==> src/rtl/rlfc_pkg.sv <==
package rlfc_pkg;

  localparam int QUEUE_DEPTH = 2;

  localparam logic [2:0] PH_IDLE      = 3'd0;
  localparam logic [2:0] PH_LOSS      = 3'd1;
  localparam logic [2:0] PH_LANDING   = 3'd2;
  localparam logic [2:0] PH_LANDED    = 3'd3;
  localparam logic [2:0] PH_MONITOR   = 3'd4;
  localparam logic [2:0] PH_RECOVERED = 3'd5;

  localparam logic [2:0] REG_MONITOR_ENABLE   = 3'd0;
  localparam logic [2:0] REG_FAILURE_PERIOD   = 3'd1;
  localparam logic [2:0] REG_RECOVERY_PERIOD  = 3'd2;
  localparam logic [2:0] REG_THROTTLE_DELAY   = 3'd3;
  localparam logic [2:0] REG_REARM_HOLD       = 3'd4;

  localparam logic [1:0] MODE_RX   = 2'd0;
  localparam logic [1:0] MODE_FAIL = 2'd1;
  localparam logic [1:0] MODE_TICK = 2'd2;

  typedef struct packed {
    logic [1:0]  mode;
    logic [31:0] time_ms;
    logic        armed;
    logic        throttle_down;
  } evt_t;

  typedef struct packed {
    logic [2:0]  phase;
    logic        failsafe_active;
    logic        link_up;
    logic        rx_flag_write;
    logic        rx_flag_value;
    logic        disarm_pulse;
    logic [15:0] event_count;
  } res_t;

  typedef enum logic [1:0] {
    OP_RX,
    OP_FAIL,
    OP_TICK,
    OP_NONE
  } op_t;

  typedef struct packed {
    op_t         op;
    logic [31:0] time_ms;
    logic        armed;
    logic        throttle_down;
  } cmd_t;

  typedef struct packed {
    logic full;
    logic empty;
  } queue_status_t;

endpackage

==> src/rtl/rlfc_front.sv <==
module rlfc_front import rlfc_pkg::*; (
  input  logic          evt_valid,
  output logic          evt_stall,
  input  evt_t          evt,
  input  queue_status_t q_status,
  output logic          push,
  output cmd_t          push_cmd
);

  assign evt_stall = q_status.full;
  assign push      = evt_valid && !q_status.full;

  always_comb begin
    push_cmd.time_ms       = evt.time_ms;
    push_cmd.armed         = evt.armed;
    push_cmd.throttle_down = evt.throttle_down;
    unique case (evt.mode)
      MODE_RX:   push_cmd.op = OP_RX;
      MODE_FAIL: push_cmd.op = OP_FAIL;
      MODE_TICK: push_cmd.op = OP_TICK;
      default:   push_cmd.op = OP_NONE;
    endcase
  end

endmodule

==> src/rtl/rlfc_queue.sv <==
module rlfc_queue import rlfc_pkg::*; (
  input  logic          clk,
  input  logic          rst,
  input  logic          push,
  input  cmd_t          push_cmd,
  input  logic          pop,
  output cmd_t          pop_cmd,
  output queue_status_t status
);

  localparam int PTR_W = (QUEUE_DEPTH > 1) ? $clog2(QUEUE_DEPTH) : 1;
  localparam int CNT_W = $clog2(QUEUE_DEPTH + 1);

  cmd_t             entries [QUEUE_DEPTH];
  logic [PTR_W-1:0] wr_ptr;
  logic [PTR_W-1:0] rd_ptr;
  logic [CNT_W-1:0] count;
  logic             do_push;
  logic             do_pop;

  assign status.full  = (count == CNT_W'(QUEUE_DEPTH));
  assign status.empty = (count == '0);
  assign do_push      = push && !status.full;
  assign do_pop       = pop && !status.empty;
  assign pop_cmd      = entries[rd_ptr];

  always_ff @(posedge clk) begin
    if (do_push) begin
      entries[wr_ptr] <= push_cmd;
    end
  end

  always_ff @(posedge clk) begin
    if (rst) begin
      wr_ptr <= '0;
      rd_ptr <= '0;
      count  <= '0;
    end else begin
      if (do_push) begin
        wr_ptr <= (wr_ptr == PTR_W'(QUEUE_DEPTH - 1)) ? '0 : wr_ptr + 1'b1;
      end
      if (do_pop) begin
        rd_ptr <= (rd_ptr == PTR_W'(QUEUE_DEPTH - 1)) ? '0 : rd_ptr + 1'b1;
      end
      if (do_push && !do_pop) begin
        count <= count + 1'b1;
      end else if (do_pop && !do_push) begin
        count <= count - 1'b1;
      end
    end
  end

endmodule

==> src/rtl/rlfc_back.sv <==
module rlfc_back import rlfc_pkg::*; (
  input  logic          clk,
  input  logic          rst,
  input  logic          cfg_write,
  input  logic [2:0]    cfg_index,
  input  logic [15:0]   cfg_data,
  input  queue_status_t q_status,
  input  cmd_t          pop_cmd,
  output logic          pop,
  output logic          res_valid,
  input  logic          res_stall,
  output res_t          res
);

  typedef enum logic [2:0] {
    S_READY = 3'b001,
    S_EXEC  = 3'b010,
    S_EMIT  = 3'b100
  } state_t;

  state_t      state;
  cmd_t        cur;
  logic [2:0]  pass_cnt;

  logic        monitor_enable;
  logic [15:0] failure_period_ms;
  logic [15:0] recovery_period_ms;
  logic [15:0] throttle_low_delay_ms;
  logic [15:0] rearm_hold_ms;

  logic [31:0] received_at;
  logic [31:0] failed_at;
  logic [31:0] throttle_low_deadline;
  logic [31:0] rearm_deadline;
  logic [15:0] hold_preset;
  logic [2:0]  phase_reg;
  logic        link_flag;
  logic        active_flag;
  logic [15:0] activation_count;
  logic        wr_flag;
  logic        wval_flag;
  logic        disarm_flag;

  logic [31:0] now_plus_delay;
  logic [31:0] now_plus_hold;
  logic [31:0] tld_eff;
  logic        past_tld;
  logic        past_rearm;
  logic [31:0] rx_gap;
  logic [31:0] fail_gap;
  logic        res_free;

  assign now_plus_delay = cur.time_ms + {16'd0, throttle_low_delay_ms};
  assign now_plus_hold  = cur.time_ms + {16'd0, hold_preset};
  assign tld_eff        = cur.throttle_down ? throttle_low_deadline : now_plus_delay;
  assign past_tld       = cur.time_ms > tld_eff;
  assign past_rearm     = cur.time_ms > rearm_deadline;
  assign rx_gap         = cur.time_ms - failed_at;
  assign fail_gap       = cur.time_ms - received_at;
  assign res_free       = !res_valid || !res_stall;
  assign pop            = (state == S_READY) && !q_status.empty;

  always_ff @(posedge clk) begin
    if (rst) begin
      state                 <= S_READY;
      res_valid             <= 1'b0;
      pass_cnt              <= '0;
      monitor_enable        <= 1'b0;
      failure_period_ms     <= 16'd600;
      recovery_period_ms    <= 16'd2200;
      throttle_low_delay_ms <= 16'd10000;
      rearm_hold_ms         <= 16'd3000;
      received_at           <= '0;
      failed_at             <= '0;
      throttle_low_deadline <= '0;
      rearm_deadline        <= '0;
      hold_preset           <= '0;
      phase_reg             <= PH_IDLE;
      link_flag             <= 1'b0;
      active_flag           <= 1'b0;
      activation_count      <= '0;
      wr_flag               <= 1'b0;
      wval_flag             <= 1'b0;
      disarm_flag           <= 1'b0;
    end else begin
      if (cfg_write) begin
        unique case (cfg_index)
          REG_MONITOR_ENABLE:  monitor_enable        <= cfg_data[0];
          REG_FAILURE_PERIOD:  failure_period_ms     <= cfg_data;
          REG_RECOVERY_PERIOD: recovery_period_ms    <= cfg_data;
          REG_THROTTLE_DELAY:  throttle_low_delay_ms <= cfg_data;
          REG_REARM_HOLD:      rearm_hold_ms         <= cfg_data;
          default: ;
        endcase
      end

      if (res_valid && !res_stall && (state != S_EMIT)) begin
        res_valid <= 1'b0;
      end

      unique case (state)
        S_READY: begin
          if (!q_status.empty) begin
            cur         <= pop_cmd;
            pass_cnt    <= '0;
            wr_flag     <= 1'b0;
            wval_flag   <= 1'b0;
            disarm_flag <= 1'b0;
            state       <= S_EXEC;
          end
        end

        S_EXEC: begin
          if (cur.op == OP_TICK && monitor_enable) begin
            // one phase-machine pass per cycle
            logic again;
            again = 1'b0;
            unique case (phase_reg)
              PH_IDLE: begin
                if (cur.armed) begin
                  if (!cur.throttle_down) begin
                    throttle_low_deadline <= now_plus_delay;
                  end
                  if (!link_flag) begin
                    again = 1'b1;
                    if (past_tld) begin
                      active_flag      <= 1'b1;
                      activation_count <= activation_count + 1'b1;
                      phase_reg        <= PH_LANDED;
                      hold_preset      <= rearm_hold_ms;
                    end else begin
                      phase_reg <= PH_LOSS;
                    end
                  end
                end else begin
                  throttle_low_deadline <= '0;
                end
              end
              PH_LOSS: begin
                if (link_flag) begin
                  phase_reg <= PH_RECOVERED;
                  again = 1'b1;
                end else begin
                  active_flag      <= 1'b1;
                  activation_count <= activation_count + 1'b1;
                  phase_reg        <= PH_LANDED;
                end
              end
              PH_LANDED: begin
                disarm_flag    <= 1'b1;
                rearm_deadline <= now_plus_hold;
                phase_reg      <= PH_MONITOR;
                again = 1'b1;
              end
              PH_MONITOR: begin
                if (link_flag) begin
                  if (past_rearm && !cur.armed) begin
                    phase_reg <= PH_RECOVERED;
                    again = 1'b1;
                  end
                end else begin
                  rearm_deadline <= now_plus_hold;
                end
              end
              PH_RECOVERED: begin
                throttle_low_deadline <= now_plus_delay;
                phase_reg             <= PH_IDLE;
                active_flag           <= 1'b0;
                again = 1'b1;
              end
              default: ;
            endcase
            pass_cnt <= pass_cnt + 1'b1;
            if (!again || (&pass_cnt)) begin
              state <= S_EMIT;
            end
          end else begin
            case (cur.op)
              OP_RX: begin
                received_at <= cur.time_ms;
                if (rx_gap > {16'd0, recovery_period_ms}) begin
                  link_flag <= 1'b1;
                  wr_flag   <= 1'b1;
                  wval_flag <= 1'b1;
                end
              end
              OP_FAIL: begin
                wr_flag   <= 1'b1;
                failed_at <= cur.time_ms;
                if (fail_gap > {16'd0, failure_period_ms}) begin
                  link_flag <= 1'b0;
                end
              end
              default: ;
            endcase
            state <= S_EMIT;
          end
        end

        S_EMIT: begin
          if (res_free) begin
            res_valid           <= 1'b1;
            res.phase           <= phase_reg;
            res.failsafe_active <= active_flag;
            res.link_up         <= link_flag;
            res.rx_flag_write   <= wr_flag;
            res.rx_flag_value   <= wval_flag;
            res.disarm_pulse    <= disarm_flag;
            res.event_count     <= activation_count;
            state               <= S_READY;
          end
        end

        default: state <= S_READY;
      endcase
    end
  end

endmodule

==> src/rtl/radio_link_failsafe_controller.sv <==
// channel | dir | handshake              | payload
// evt     | in  | evt_valid / evt_stall  | evt_t  (mode, time_ms, armed, throttle_down)
// res     | out | res_valid / res_stall  | res_t  (one result per event)
// cfg     | in  | cfg_write              | cfg_index, cfg_data
//
// Receive, fail and ignored events go through the back end's ready, exec and emit
// steps; an enabled update tick runs 1 to 4 phase-machine passes in exec.
// The back end runs one item at a time; a 2-entry queue lets the front keep
// accepting items while it works. rst (synchronous) loads the register defaults and
// clears control state, not stored data. A stalled result holds the back end in emit.
module radio_link_failsafe_controller import rlfc_pkg::*; (
  input  logic        clk,
  input  logic        rst,
  input  logic        evt_valid,
  output logic        evt_stall,
  input  evt_t        evt,
  output logic        res_valid,
  input  logic        res_stall,
  output res_t        res,
  input  logic        cfg_write,
  input  logic [2:0]  cfg_index,
  input  logic [15:0] cfg_data
);

  queue_status_t q_status;
  logic          push;
  cmd_t          push_cmd;
  logic          pop;
  cmd_t          pop_cmd;

  rlfc_front u_front (
    .evt_valid (evt_valid),
    .evt_stall (evt_stall),
    .evt       (evt),
    .q_status  (q_status),
    .push      (push),
    .push_cmd  (push_cmd)
  );

  rlfc_queue u_queue (
    .clk      (clk),
    .rst      (rst),
    .push     (push),
    .push_cmd (push_cmd),
    .pop      (pop),
    .pop_cmd  (pop_cmd),
    .status   (q_status)
  );

  rlfc_back u_back (
    .clk       (clk),
    .rst       (rst),
    .cfg_write (cfg_write),
    .cfg_index (cfg_index),
    .cfg_data  (cfg_data),
    .q_status  (q_status),
    .pop_cmd   (pop_cmd),
    .pop       (pop),
    .res_valid (res_valid),
    .res_stall (res_stall),
    .res       (res)
  );

endmodule

==> config.mk <==
export PLATFORM = sky130hd
export DESIGN_NAME = radio_link_failsafe_controller
export DESIGN_NICKNAME = d
export VERILOG_FILES = /design/src/rtl/rlfc_pkg.sv /design/src/rtl/rlfc_front.sv /design/src/rtl/rlfc_queue.sv /design/src/rtl/rlfc_back.sv /design/src/rtl/radio_link_failsafe_controller.sv
export SDC_FILE = /design/constraint.sdc
export NUM_CORES = 1
export LEC_CHECK = 0
export ABC_CLOCK_PERIOD_IN_PS = 6840
export BUFFER_PORTS_ARGS = -buffer_cell sky130_fd_sc_hd__buf_2
export CELL_PAD_IN_SITES_DETAIL_PLACEMENT = 1
export CELL_PAD_IN_SITES_GLOBAL_PLACEMENT = 1
export CORE_ASPECT_RATIO = 1.75
export CORE_MARGIN = 5
export CORE_UTILIZATION = 49
export CTS_CLUSTER_SIZE = 25
export DETAILED_ROUTE_END_ITERATION = 6
export PLACE_DENSITY = 0.9
export SLEW_MARGIN = 20
export SYNTH_ARGS = -nofsm -noshare
export SYNTH_HDL_FRONTEND = slang
export SYNTH_HIERARCHICAL = 1
export SYNTH_SLANG_ARGS = --single-unit
export TNS_END_PERCENT = 20
==> constraint.sdc <==
create_clock -name clk -period 6.84 [get_ports clk]
set_clock_uncertainty 0.05 [all_clocks]
set_input_delay 0.342 -clock clk [delete_from_list [all_inputs] [get_ports clk]]
set_output_delay 0.342 -clock clk [all_outputs]
set_load 0.03 [all_outputs]
==> results.cfg <==
[power_and_ir_drop]
p_comb_frac = 0.377
vdd_drop_max_mv = 0.4334
power_switching_share = 0.3911
clkPwrFrac = 0.271
power.density_mw_per_mm2 = 318.6
p_int_mw = 4.760
p_sw_mw = 3.057
leakage_nw = 9.263
p_seq_frac = 0.352
p_total_mw = 7.816

[route]
dr.pass1.iters = 7
wl_per_cell_um = 27.44
drt_iter0_drc = 1447
drt-total-wl_um = 87030
via_per_inst = 6.529
drc_errors = 0
vias = 20710
ant_nets = 0

[critical_path]
cp.arrival_ps = 7150
crit_path_end_kind = register
critical_path_class = reg -> reg
required_ps = 7180
slowest_stage = a21oi_1
path_cells = buf_4 -> ha_1 -> a21o_1 -> a21oi_1 -> o21bai_1 -> a21oi_1 -> o21bai_1 -> a41o_1 -> a211oi_1 -> o21ai_2 -> nand3_1 -> xnor2_1 -> mux2i_1 -> ha_1 -> a21o_1 -> a21o_1 -> a21oi_1 -> o21ai_0 -> a21oi_1 -> a32oi_2 -> o2111ai_1 -> nor2_1 -> xnor2_1 -> nor2_1
path_max_fanout = 8
start_kind = register
slowest_delay_ps = 640
crit_top_cell = a21oi_1

[cells_and_area]
post-route-util = 0.5456
final_common_cell = nand2_1
largest_register_ffs = 72
reg_top3 = u_queue/entries (72), u_back/cur (36)
top_register = u_queue/entries
final_cell_mix = nand2_1 (384), a21oi_1 (254), dfxtp_1 (245)
drive_above_1_share = 0.1014
nNetsFinal = 2825
syn_to_final_growth_pct = 10.46

[die]
fp.dieW_um = 171.0
fp.dieH_um = 291.7
io_pins = 86
rows = 103
die_area_sq_mm = 0.04986
floorplan.initialDensity = 0.4939
core_sq_mm = 0.04498

[timing]
slew_headroom = 0.1571
setup_viol = 0
fin_crit_ps = 6818
max_freq_mhz = 146.7
worst_pin_slew_ps = 1264
fin_crit_sh = 0.9967
hold_viol = 0
finalSetupTns_ps = 0
drv_slew = 0

[yosys]
synth-seq-cells = 377
synth-seq-area-share = 0.3992
synth_ff_type = dfxtp_1
synth-edff-count = 132
synth_area_sq_mm = 0.02221
syn_area_per_cell_sq_um = 8.798
async_flop_share = 0
synth_fp_nets = 2783
ys_types = 91
yosys_warnings = 6
postSynthCellCount = 2525

[global_routing]
grt_max_degree = 108
gr-total-overflow = 0
grt_pass1_wl_um = 126400
grt_use_total = 0.3244
antenna_found_initial = 0
grt_pass1_vias = 22477

[clock_network]
cts_sinks = 377
cts_tree = built
h-tree-depth = 2
cts_buffers = 35
insertion_delay_ps = 570
clockBufferDepth = 3
path_clk_slew_ps = 70
root_buffer = clkbuf_16

[job]
cap_violations = 0

[placement]
gp_congestion = 0.9888
dp_hpwl_um = 54110
port_buffers = 85

[min_path]
min_path_type = in -> reg

[outcome]
status = completed
## final timing paths
kind	slack, ps	end	cells after the start	startpoint
setup / recovery	20	u_back/activation_count[14]	24	u_back/cur[3]
hold / removal	50	u_back/recovery_period_ms[8]	3	cfg_data[8]
setup reg to reg	20	u_back/activation_count[14]	24	u_back/cur[3]
hold reg to reg	400	u_back/failed_at[16]	2	u_back/failed_at[16]
## final cells by class
cell class              instances  area (sq um)
fillers                      5131         20440
flip-flops and latches        377          8869
clock inverters                17         188.9
diodes                          1         2.502
repair buffers                157          1086
inverters                     181         679.4
clock buffers                  47         992.2
well taps                     577         721.9
multi-input cells            1815         12000
## kinds of logic (layout without fill, tap and decap cells)
family | Yosys count | in the layout | synth area share
xor gates and xnor gates | 103 | 103 | 0.04061
muxes | 94 | 94 | 0.04455
AOI/OAI and AO/OA | 612 | 612 | 0.1746
other | 0 | 1 | 0
and+or+nand+nor | 808 | 808 | 0.1646
DFF | 377 | 377 | 0.3992
adders and majority gates | 198 | 198 | 0.1129
buffers and inverters | 333 | 402 | 0.06348
## worst max-delay path, delay by kind of cell, from the launching register on
kind	cells	cell delay [ps]
DFF	1	490
and+or+nand+nor	3	460
xor gates and xnor gates	2	480
AOI/OAI and AO/OA	15	4110
muxes	1	150
buffers and inverters	1	230
adders and majority gates	2	660
## Yosys cell counts, drive strengths merged, types with 20 or more instances
cell    instances  area (sq um)
nand2         384          1441
a21oi         258          1306
dfxtp         245          4905
ha            194          2427
inv           180         675.6
nor2          159         599.3
edfxtp        132          3964
clkbuf         97         365.4
o21ai          95         483.0
nand3          70         350.3
xnor2          69         604.3
buf            55         365.3
mux2i          55         550.5
a21o           52         392.9
nand4          47         294.0
mux2           39         439.2
xor2           34         297.8
a211oi         26         200.2
a31oi          23         143.9
nor3           22         115.1
nor2b          21         141.4
o21a           20         151.4
## power by group through the flow
stage	sequential (mW)	clock, mW	combinational (mW)
after CTS	2.73	2.08	2.74
after floorplan	2.69	0	1.88
after global placement	2.75	0	2.47
final	2.75	2.12	2.94
after global routing	2.75	2.21	3.13
after detailed placement	2.77	0	2.64
## metal layers
layer / wire length (um) / vias up / GRT usage / part of all wire
met5: 0 / - / 0 / 0
met4: 9094 / 0 / 0.2582 / 0.10
met3: 5482 / 522 / 0.05391 / 0.063
met2: 44280 / 1105 / 0.5967 / 0.51
met1: 28180 / 10149 / 0.3114 / 0.32
li1: - / 8934 / - / -
## metrics by stage
| step | hold slack (ps) | instances | area, sq um | worst slack [ps] |
|---|---|---|---|---|
| 2_1_floorplan | 356.4 | 2525 | 22210 | 1468 |
| 3_3_place_gp | 388.4 | 3066 | 22890 | 500.3 |
| 3_5_place_dp | 384.2 | 3066 | 22890 | 178.8 |
| 4_1_cts | 36.33 | 3168 | 24450 | 27.04 |
| 5_1_grt | 60.99 | 3171 | 24530 | -169.9 |
| 6_report | 54.78 | 3172 | 24540 | 22.29 |
## repair_timing
item | 4_1_cts | 5_1_grt
setup endpoints to repair | 23 | 31
hold endpoints to repair | 72 | 0
buffers inserted | 2 | 2
resized for setup | 1 | 6
pin swaps | 1 | 2
hold buffers | 36 | 0
Power figures use the tool's default switching activity.
